## src/bls_pkg.sv

```systemverilog
package bls_pkg;

  localparam int DEPTH_WIDTH_DEF  = 16;
  localparam int SYMBOL_WIDTH_DEF = 16;

  localparam int ERR_W = 6;
  localparam int CLS_W = 4;

  // error flag bits
  localparam int ERR_EXTRA_CLOSE = 0;
  localparam int ERR_BAD_SEP     = 1;
  localparam int ERR_UNKNOWN     = 2;
  localparam int ERR_UNFINISHED  = 3;
  localparam int ERR_OPEN        = 4;
  localparam int ERR_DEPTH       = 5;

  localparam logic [CLS_W-1:0] CLS_NONE     = 4'd0;
  localparam logic [CLS_W-1:0] CLS_NUMBER   = 4'd1;
  localparam logic [CLS_W-1:0] CLS_NUM_EXP  = 4'd2;
  localparam logic [CLS_W-1:0] CLS_GUID     = 4'd3;
  localparam logic [CLS_W-1:0] CLS_BASE64   = 4'd4;
  localparam logic [CLS_W-1:0] CLS_LINK     = 4'd5;
  localparam logic [CLS_W-1:0] CLS_PLAIN64  = 4'd6;
  localparam logic [CLS_W-1:0] CLS_DATA     = 4'd7;
  localparam logic [CLS_W-1:0] CLS_UNKNOWN  = 4'd8;

  // per-symbol character classes
  typedef struct packed {
    logic ws;
    logic dig;
    logic hex;
    logic b64;
    logic comma;
    logic quote;
    logic lbrace;
    logic rbrace;
    logic minus;
    logic dot;
    logic exp;
    logic colon;
    logic ascii;
    logic [7:0] ch;
  } cc_t;

  // recognizer control from the parser
  typedef struct packed {
    logic clear;
    logic feed;
    logic restart;
  } rec_ctl_t;

  typedef struct packed {
    logic [ERR_W-1:0] flags;
    logic [CLS_W-1:0] cls;
    logic             ok;
    logic             done;
  } res_t;

  function automatic cc_t char_class(input logic ascii, input logic [7:0] ch);
    cc_t c;
    logic d, lo, up;
    d  = ascii && ch >= 8'h30 && ch <= 8'h39;
    lo = ascii && ch >= 8'h61 && ch <= 8'h7A;
    up = ascii && ch >= 8'h41 && ch <= 8'h5A;
    c.ascii  = ascii;
    c.ch     = ch;
    c.dig    = d;
    c.hex    = d || (ascii && ((ch >= 8'h61 && ch <= 8'h66) ||
                               (ch >= 8'h41 && ch <= 8'h46)));
    c.ws     = ascii && (ch == 8'h20 || ch == 8'h09 || ch == 8'h0D || ch == 8'h0A);
    c.b64    = d || lo || up ||
               (ascii && (ch == 8'h2B || ch == 8'h3D || ch == 8'h2F ||
                          ch == 8'h0D || ch == 8'h0A));
    c.comma  = ascii && ch == 8'h2C;
    c.quote  = ascii && ch == 8'h22;
    c.lbrace = ascii && ch == 8'h7B;
    c.rbrace = ascii && ch == 8'h7D;
    c.minus  = ascii && ch == 8'h2D;
    c.dot    = ascii && ch == 8'h2E;
    c.exp    = ascii && (ch == 8'h65 || ch == 8'h45);
    c.colon  = ascii && ch == 8'h3A;
    return c;
  endfunction

endpackage

```

## src/bls_recog.sv

```systemverilog
module bls_recog import bls_pkg::*; (
  input  logic             clk,
  input  logic             rst,
  input  logic             step,
  input  rec_ctl_t         ctl,
  input  cc_t              c,
  output logic [CLS_W-1:0] value_class
);

  localparam logic [3:0] N_START = 4'd0;
  localparam logic [3:0] N_SIGN  = 4'd1;
  localparam logic [3:0] N_INT   = 4'd2;
  localparam logic [3:0] N_DOT   = 4'd3;
  localparam logic [3:0] N_FRAC  = 4'd4;
  localparam logic [3:0] N_E     = 4'd5;
  localparam logic [3:0] N_ESIGN = 4'd6;
  localparam logic [3:0] N_EXP   = 4'd7;
  localparam logic [3:0] N_DEAD  = 4'd8;

  localparam logic [5:0] G_DONE = 6'd36;
  localparam logic [5:0] G_DEAD = 6'd63;

  localparam logic [6:0] L_START  = 7'd0;
  localparam logic [6:0] L_DIGITS = 7'd1;
  localparam logic [6:0] L_HEX0   = 7'd2;
  localparam logic [6:0] L_DONE   = 7'd34;
  localparam logic [6:0] L_DEAD   = 7'd127;

  localparam logic [3:0] B64_LEN  = 4'd8;
  localparam logic [3:0] B64_DEAD = 4'd15;
  localparam logic [2:0] DAT_LEN  = 3'd6;
  localparam logic [2:0] DAT_DEAD = 3'd7;

  function automatic logic [7:0] b64_char(input logic [2:0] i);
    logic [7:0] r;
    case (i)
      3'd0:    r = 8'h23;
      3'd1:    r = 8'h62;
      3'd2:    r = 8'h61;
      3'd3:    r = 8'h73;
      3'd4:    r = 8'h65;
      3'd5:    r = 8'h36;
      3'd6:    r = 8'h34;
      default: r = 8'h3A;
    endcase
    return r;
  endfunction

  function automatic logic [7:0] dat_char(input logic [2:0] i);
    logic [7:0] r;
    case (i)
      3'd0:    r = 8'h23;
      3'd1:    r = 8'h64;
      3'd2:    r = 8'h61;
      3'd3:    r = 8'h74;
      3'd4:    r = 8'h61;
      default: r = 8'h3A;
    endcase
    return r;
  endfunction

  logic [3:0] num, num_base, num_next;
  logic [5:0] guid, guid_base, guid_next;
  logic [6:0] link, link_base, link_next;
  logic       flag, flag_base, flag_next;
  logic [3:0] bp, bp_base, bp_next;
  logic [2:0] dp, dp_base, dp_next;
  logic       dash;

  always_comb begin
    num_base  = ctl.restart ? N_START : num;
    guid_base = ctl.restart ? 6'd0 : guid;
    link_base = ctl.restart ? L_START : link;
    flag_base = ctl.restart ? 1'b1 : flag;
    bp_base   = ctl.restart ? 4'd0 : bp;
    dp_base   = ctl.restart ? 3'd0 : dp;

    case (num_base)
      N_START: num_next = c.minus ? N_SIGN : (c.dig ? N_INT : N_DEAD);
      N_SIGN:  num_next = c.dig ? N_INT : N_DEAD;
      N_INT:   num_next = c.dig ? N_INT : (c.dot ? N_DOT : (c.exp ? N_E : N_DEAD));
      N_DOT, N_FRAC: num_next = c.dig ? N_FRAC : (c.exp ? N_E : N_DEAD);
      N_E:     num_next = c.minus ? N_ESIGN : (c.dig ? N_EXP : N_DEAD);
      N_ESIGN, N_EXP: num_next = c.dig ? N_EXP : N_DEAD;
      default: num_next = N_DEAD;
    endcase

    dash = guid_base == 6'd8 || guid_base == 6'd13 ||
           guid_base == 6'd18 || guid_base == 6'd23;
    if (guid_base >= G_DONE) guid_next = G_DEAD;
    else if (dash) guid_next = c.minus ? guid_base + 6'd1 : G_DEAD;
    else guid_next = c.hex ? guid_base + 6'd1 : G_DEAD;

    if (link_base == L_START) link_next = c.dig ? L_DIGITS : L_DEAD;
    else if (link_base == L_DIGITS) link_next = c.dig ? L_DIGITS : (c.colon ? L_HEX0 : L_DEAD);
    else if (link_base >= L_HEX0 && link_base < L_DONE)
      link_next = c.hex ? link_base + 7'd1 : L_DEAD;
    else link_next = L_DEAD;

    flag_next = flag_base && c.b64;
    if (bp_base < B64_LEN)
      bp_next = (c.ascii && c.ch == b64_char(bp_base[2:0])) ? bp_base + 4'd1 : B64_DEAD;
    else if (bp_base == B64_LEN) bp_next = c.b64 ? B64_LEN : B64_DEAD;
    else bp_next = bp_base;
    if (dp_base < DAT_LEN)
      dp_next = (c.ascii && c.ch == dat_char(dp_base)) ? dp_base + 3'd1 : DAT_DEAD;
    else if (dp_base == DAT_LEN) dp_next = c.b64 ? DAT_LEN : DAT_DEAD;
    else dp_next = dp_base;
  end

  always_ff @(posedge clk) begin
    if (rst || (step && ctl.clear)) begin
      num  <= N_START;
      guid <= 6'd0;
      link <= L_START;
      flag <= 1'b1;
      bp   <= 4'd0;
      dp   <= 3'd0;
    end else if (step && ctl.feed) begin
      num  <= num_next;
      guid <= guid_next;
      link <= link_next;
      flag <= flag_next;
      bp   <= bp_next;
      dp   <= dp_next;
    end
  end

  always_comb begin
    if (num == N_INT) value_class = CLS_NUMBER;
    else if (num == N_DOT || num == N_FRAC || num == N_EXP) value_class = CLS_NUM_EXP;
    else if (guid == G_DONE) value_class = CLS_GUID;
    else if (bp == B64_LEN) value_class = CLS_BASE64;
    else if (link == L_DONE) value_class = CLS_LINK;
    else if (flag) value_class = CLS_PLAIN64;
    else if (dp == DAT_LEN) value_class = CLS_DATA;
    else value_class = CLS_UNKNOWN;
  end

endmodule

```

## config.mk

```make
export PLATFORM = sky130hd
export DESIGN_NAME = bls_recog
export DESIGN_NICKNAME = d
export VERILOG_FILES = /design/src/bls_pkg.sv /design/src/bls_recog.sv
export SDC_FILE = /design/constraint.sdc
export NUM_CORES = 1
export LEC_CHECK = 0
export BUFFER_PORTS_ARGS = -buffer_cell sky130_fd_sc_hd__buf_2
export CAP_MARGIN = 20
export CORE_AREA = 4 4 89 91
export CTS_BUF_LIST = sky130_fd_sc_hd__clkbuf_16
export DETAILED_ROUTE_END_ITERATION = 6
export DIE_AREA = 0 0 93 95
export PLACE_DENSITY_LB_ADDON = 0.3
export RECOVER_POWER = 50
export SETUP_SLACK_MARGIN = 0.4
export SYNTH_ARGS = -nofsm -noshare
export SYNTH_HDL_FRONTEND = slang
export SYNTH_SLANG_ARGS = --single-unit
export TNS_END_PERCENT = 30
```

## constraint.sdc

```tcl
create_clock -name clk -period 4.3 [get_ports clk]
set_clock_uncertainty 0.1 [all_clocks]
set_input_delay 0.215 -clock clk [delete_from_list [all_inputs] [get_ports clk]]
set_output_delay 0.215 -clock clk [all_outputs]
set_load 0.02 [all_outputs]
```

==> results of run 1 <==
layer usage:
layer | vias to the layer above | share of wire | track usage
met3 | 5 | 0.048 | 0.0223
met5 | - | 0 | 0
met1 | 1158 | 0.48 | 0.188
li1 | 1289 | - | -
met4 | 0 | 0.0067 | 0.0403
met2 | 54 | 0.46 | 0.247
where the power goes:
group,internal (mW),switching [mW]
logic,0.0643,0.0986
clock network,0.126,0.0852
registers,0.244,0.0188
total,0.435,0.203
state kept, by name, indices dropped and copies added, names as in the netlist:
signal and flops:
guid 6, dp 3, bp 4, flag 1, num 4, link 7
worst max-delay path, cell delays in order (launching register included):
cell	delay (ps)
dfxtp_1	470
nand2_1	150
ha_1	310
or3_4	420
or4b_4	490
o211ai_2	110
o2111ai_2	190
o31a_1	360
cell families (layout without fill, tap and decap cells):
family | count (synthesis) | after routing | synth area share
XOR/XNOR | 9 | 9 | 0.0319
AO/OA/AOI/OAI | 114 | 114 | 0.299
flip-flops | 25 | 25 | 0.203
adder cells (fa/ha/maj) | 18 | 18 | 0.0913
AND/OR/NAND/NOR | 136 | 136 | 0.289
buffers and inverters | 38 | 51 | 0.0608
multiplexers | 6 | 6 | 0.0259
cell usage in the layout, fill, tap and decap left out, types with 12 or more instances in the layout:
cell type and count:
nand3_1 12, a21oi_1 28, nor3_1 14, o21ai_0 30, inv_1 16, buf_2 24, nand2_1 33, ha_1 18
nor2_1 36, dfxtp_1 25
final timing paths:
| check | startpoint | to | slack [ps] | cells past startpoint |
|---|---|---|---|---|
| setup / recovery | bp[1] | bp[1] | 1590 | 7 |
| hold / removal | c[17] | flag | 180 | 3 |
| setup reg to reg | bp[1] | bp[1] | 1590 | 7 |
| hold reg to reg | guid[5] | guid[5] | 420 | 2 |
final cells by class:
class                      count  area, sq um
sequential                    25          500
fill                         799         4420
clock buffer                   3         75.1
multi-input combinational    283         1800
clock inverter                 1         7.51
inverter                      20         76.3
tap                           99          124
timing repair buffer          27          139
==> qor.csv, run 1 <==
stage;metric;value;unit
timing;Peak Freq;0.369;GHz
clock_tree;worst-case clock buffer depth;2;
placement;pre-CTS setup slack;1450;ps
clock_tree;CTS resizes;0;
clock_tree;root buffer cell;clkbuf_16;
placement;placed insts;454;
worst_setup_path;Critical Path AT;2770;ps
final_layout;Util after Layout;0.381;
floorplanning;Die ar.;8840;sq um
logic_synthesis;area leader, netlist;dfxtp_1;
clock_tree;later-pin clock latency in the skew report;260;ps
logic_synthesis;Seq cells post-synth;25;
placement;post-DP HPWL;4600;microns
floorplanning;Die W;93;microns
logic_synthesis;Post-Syn Area;2470;sq um
final_layout;Final Non-Filler Cells;458;
logic_synthesis;fraction of the yosys area taken by sequential cells;0.203;
worst_setup_path;Worst EP required;4350;ps
final_layout;area growth from synthesis to layout;10.2;%
timing;Final min period;2710;ps
logic_synthesis;syn avg cell area;7.13;sq um
timing;final worst-path cycle share;0.631;
final_layout;nets@finish;405;
floorplanning;Initial Utilization;0.346;
timing;setup tns final;0;ps
logic_synthesis;post-synthesis async set-or-reset flop share;0;
clock_tree;setup bufs post-CTS;0;
clock_tree;clk slew on worst S/H paths;70;ps
floorplanning;number of I/O pins;31;
clock_tree;CTS tree;built;
timing;Final Worst Setup Slack;1590;ps
logic_synthesis;Synth Net Count;391;
pwr;worst vdd ir;0.000135;V
final_layout;share of layout cells above drive strength 1;0.134;
logic_synthesis;distinct cell type count after synthesis;64;
pwr;Pwr Total;0.637;mW
logic_synthesis;list of most frequent post-synthesis cells;nor2_1, nand2_1, a21oi_1, o21ai_0, dfxtp_1;
global_routing;largest net degree at the start of global routing;27;
pwr;static leakage;1.06;nW
worst_setup_path;Worst setup SP type;flop;
route;Vias;2506;
pwr;power per cell area;234;nW/um^2
global_routing;gr usage total;0.144;
logic_synthesis;synth top area cells;dfxtp_1, ha_1, a21oi_1;
logic_synthesis;Synth Instances;346;
route;DR vias/cell;5.47;
clock_tree;htree depth;1;
final_layout;Antenna Cells;0;
route;DRT Pass-1 Iters;4;
timing;Slew @ Worst Pin;1380;ps
global_routing;wire length of the first global-routing pass;10600;microns
worst_setup_path;CP Class;flop to flop;
logic_synthesis;post-synth top area share;0.203;
placement;DP Area;2660;sq um
logic_synthesis;number of synthesized flops with an enable pin;0;
timing;Fin Hold WS;179;ps
floorplanning;# rows;31;
placement;I/O Buffers;25;
logic_synthesis;Post-synth top flop;dfxtp_1;
timing;setup violators final;0;
outcome;status;completed;
placement;Placer Congestion;0.830;
clock_tree;cts hold-fix bufs;0;
worst_hold_path;Hold Crit Class;input pin to flop;
floorplanning;Die Y;95;microns
route;overall routed net length;6300;microns
worst_setup_path;endpoint type of the worst setup path;flop;
timing;RSZ-0062 raised after global routing;false;
global_routing;initial antenna violation count;0;
timing;slew margin rel.;0.0767;
logic_synthesis;Syn. warnings;0;
logic_synthesis;count leader, synth;nor2_1;
final_layout;Finished Cell Area;2720;sq um
timing;Final Hold Fails;0;
route;Initial DRC Count;110;
route;wire per inst;13.7;microns
timing;Slew Limit Fails;0;
route;DRT antenna net count;0;
floorplanning;core area;7140;sq um
clock_tree;cts bufs inserted;3;
worst_setup_path;Critical Path Fanout Max;7;
clock_tree;clock sinks;25;
global_routing;grt ovf;0;
global_routing;vias in the first global route;2325;
run;Max-Cap Viols;0;
route;DRC;0;
Note: power is estimated with default switching activity, not from simulation.
==> run 2: changes to the inputs <==
Clock period 4.3 ns to 2.7 ns, I/O delays scaled along.
==> run 2 against run 1 <==
Non-clock buffer count increased by 16. Power grew 65%. Sequential power increased by 59%. Routed wire length grew 9.0%. Combinational power increased by 88%. Critical path type is now flop to primary output.
==> qor.csv, run 2 (synthesis results as in run 1) <==
stage;metric;value;unit
floorplanning;Die Y;95;microns
final_layout;Antenna Cells;0;
final_layout;area growth from synthesis to layout;22.1;%
timing;Peak Freq;0.419;GHz
worst_setup_path;Critical Path Fanout Max;5;
final_layout;share of layout cells above drive strength 1;0.232;
clock_tree;root buffer cell;clkbuf_16;
pwr;static leakage;1.17;nW
worst_setup_path;Critical Path AT;2150;ps
clock_tree;clock sinks;25;
global_routing;gr usage total;0.156;
floorplanning;Die W;93;microns
floorplanning;core area;7140;sq um
placement;I/O Buffers;25;
final_layout;Largest regs;link (7), guid (6);
worst_hold_path;hold endpoint;flag;
route;wire per inst;14.5;microns
pwr;worst vdd ir;0.000224;V
worst_setup_path;reg2reg setup slack;350;ps
timing;RSZ-0062 raised after global routing;true;
placement;pre-CTS setup slack;198;ps
global_routing;grt ovf;0;
worst_hold_path;worst hold start;c[17];
timing;setup tns final;0;ps
route;Vias;2665;
final_layout;commonest non-fill, non-tap cell in the layout;nor2_1;
floorplanning;number of I/O pins;31;
final_layout;Finished Cell Area;3010;sq um
worst_hold_path;Hold Crit Class;input pin to flop;
global_routing;initial antenna violation count;0;
timing;slew margin rel.;0.333;
outcome;status;completed;
timing;Slew Limit Fails;0;
final_layout;max FFs per register;7;
floorplanning;Initial Utilization;0.346;
clock_tree;cts bufs inserted;3;
timing;Final Worst Setup Slack;313;ps
route;Initial DRC Count;179;
clock_tree;clk slew on worst S/H paths;60;ps
timing;final worst-path cycle share;0.884;
timing;Final min period;2390;ps
worst_setup_path;Worst setup SP type;flop;
route;overall routed net length;6860;microns
clock_tree;worst-case clock buffer depth;2;
floorplanning;Die ar.;8840;sq um
pwr;power per cell area;350;nW/um^2
placement;post-DP HPWL;4980;microns
worst_setup_path;Reg2Reg Launch Point;bp[0];
route;DR vias/cell;5.62;
worst_setup_path;reg2reg end;bp[1];
final_layout;nets@finish;421;
route;DRT antenna net count;0;
clock_tree;later-pin clock latency in the skew report;260;ps
final_layout;most frequent cells in the layout;nor2_1, nand2_1, o21ai_0, a21oi_1, buf_2;
placement;Placer Congestion;0.856;
placement;DP Area;2790;sq um
final_layout;Largest Register;link;
clock_tree;CTS tree;built;
run;Max-Cap Viols;0;
worst_setup_path;endpoint type of the worst setup path;primary output;
timing;setup violators final;0;
worst_hold_path;worst hold stages;3;
timing;Slew @ Worst Pin;999;ps
route;DRC;0;
route;DRT Pass-1 Iters;5;
clock_tree;htree depth;1;
global_routing;vias in the first global route;2500;
worst_setup_path;Worst EP required;2470;ps
global_routing;wire length of the first global-routing pass;11400;microns
worst_setup_path;CP Class;flop to primary output;
timing;Final Hold Fails;0;
worst_setup_path;r2r worst-path depth;10;
floorplanning;# rows;31;
global_routing;largest net degree at the start of global routing;19;
==> run 2: changes by cell type in the layout (fill, tap and decap cells not counted), moves of 2 or more <==
cell	change
buf_4	+16
ha_1	-7
ha_4	+4
dfxtp_1	-3
ha_2	+3
inv_4	+3
dfxtp_4	+2
nand2_1	-2
nor3_1	-2
==> run 2: how the worst max path moves through the flow <==
| stage | endpoint | from | cells past startpoint | slack, ps |
|---|---|---|---|---|
| 6_report | value_class[1] | link[4] | 6 | 310 |
| 5_1_grt | bp[1] | bp[0] | 10 | 200 |
| 4_1_cts | bp[1] | bp[0] | 8 | 370 |
| 3_5_place_dp | bp[1] | ctl[0] | 10 | 200 |
| 2_1_floorplan | bp[1] | ctl[0] | 11 | 390 |
| 3_3_place_gp | bp[1] | ctl[0] | 10 | 220 |
==> run 2: repair_timing <==
item / 4_1_cts / 5_1_grt
pin swaps: 6 / 5
cloned: 0 / 0
resized for setup: 10 / 14
endpoints found under the setup margin: 5 / 10
hold endpoints to repair: 0 / 0
buffers inserted: 6 / 2
hold buffers: 0 / 0
==> run 2: layout make-up <==
| cell class | count | area (sq um) |
|---|---|---|
| fillers | 778 | 4120 |
| clock buffers | 3 | 75.1 |
| clock inverters | 1 | 3.75 |
| multi-input cells | 283 | 1950 |
| repair buffers | 43 | 259 |
| well taps | 99 | 124 |
| inverters | 20 | 90.1 |
| flip-flops and latches | 25 | 509 |
==> run 2: where the power goes <==
part | internal (mW) | switching, mW
sequential | 0.388 | 0.0284
combinational | 0.128 | 0.179
clock | 0.198 | 0.132
total | 0.714 | 0.339
==> run 2: worst max-delay path: stages (launching register included) <==
cell and delay [ps]:
dfxtp_2 340, or4_1 600, nor3_4 180, or3_4 160, a21oi_1 60, or3_1 380, buf_2 180
==> run 2: stage by stage <==
step           cells  utilization  hold slack, ps  total power, mW
2_1_floorplan    346            -             198            0.630
3_3_place_gp     462        0.391             384            0.703
3_5_place_dp     462        0.391             385            0.709
4_1_cts          472        0.414             120             1.05
5_1_grt          474        0.422             135             1.11
6_report         474        0.422             128             1.05
==> run 2: routing by layer <==
layer / vias up / GRT usage / share of wire
met5: - / 0 / 0
met4: 0 / 0.0342 / 0.011
met3: 10 / 0.0255 / 0.033
met2: 50 / 0.272 / 0.51
met1: 1271 / 0.202 / 0.45
li1: 1334 / - / -
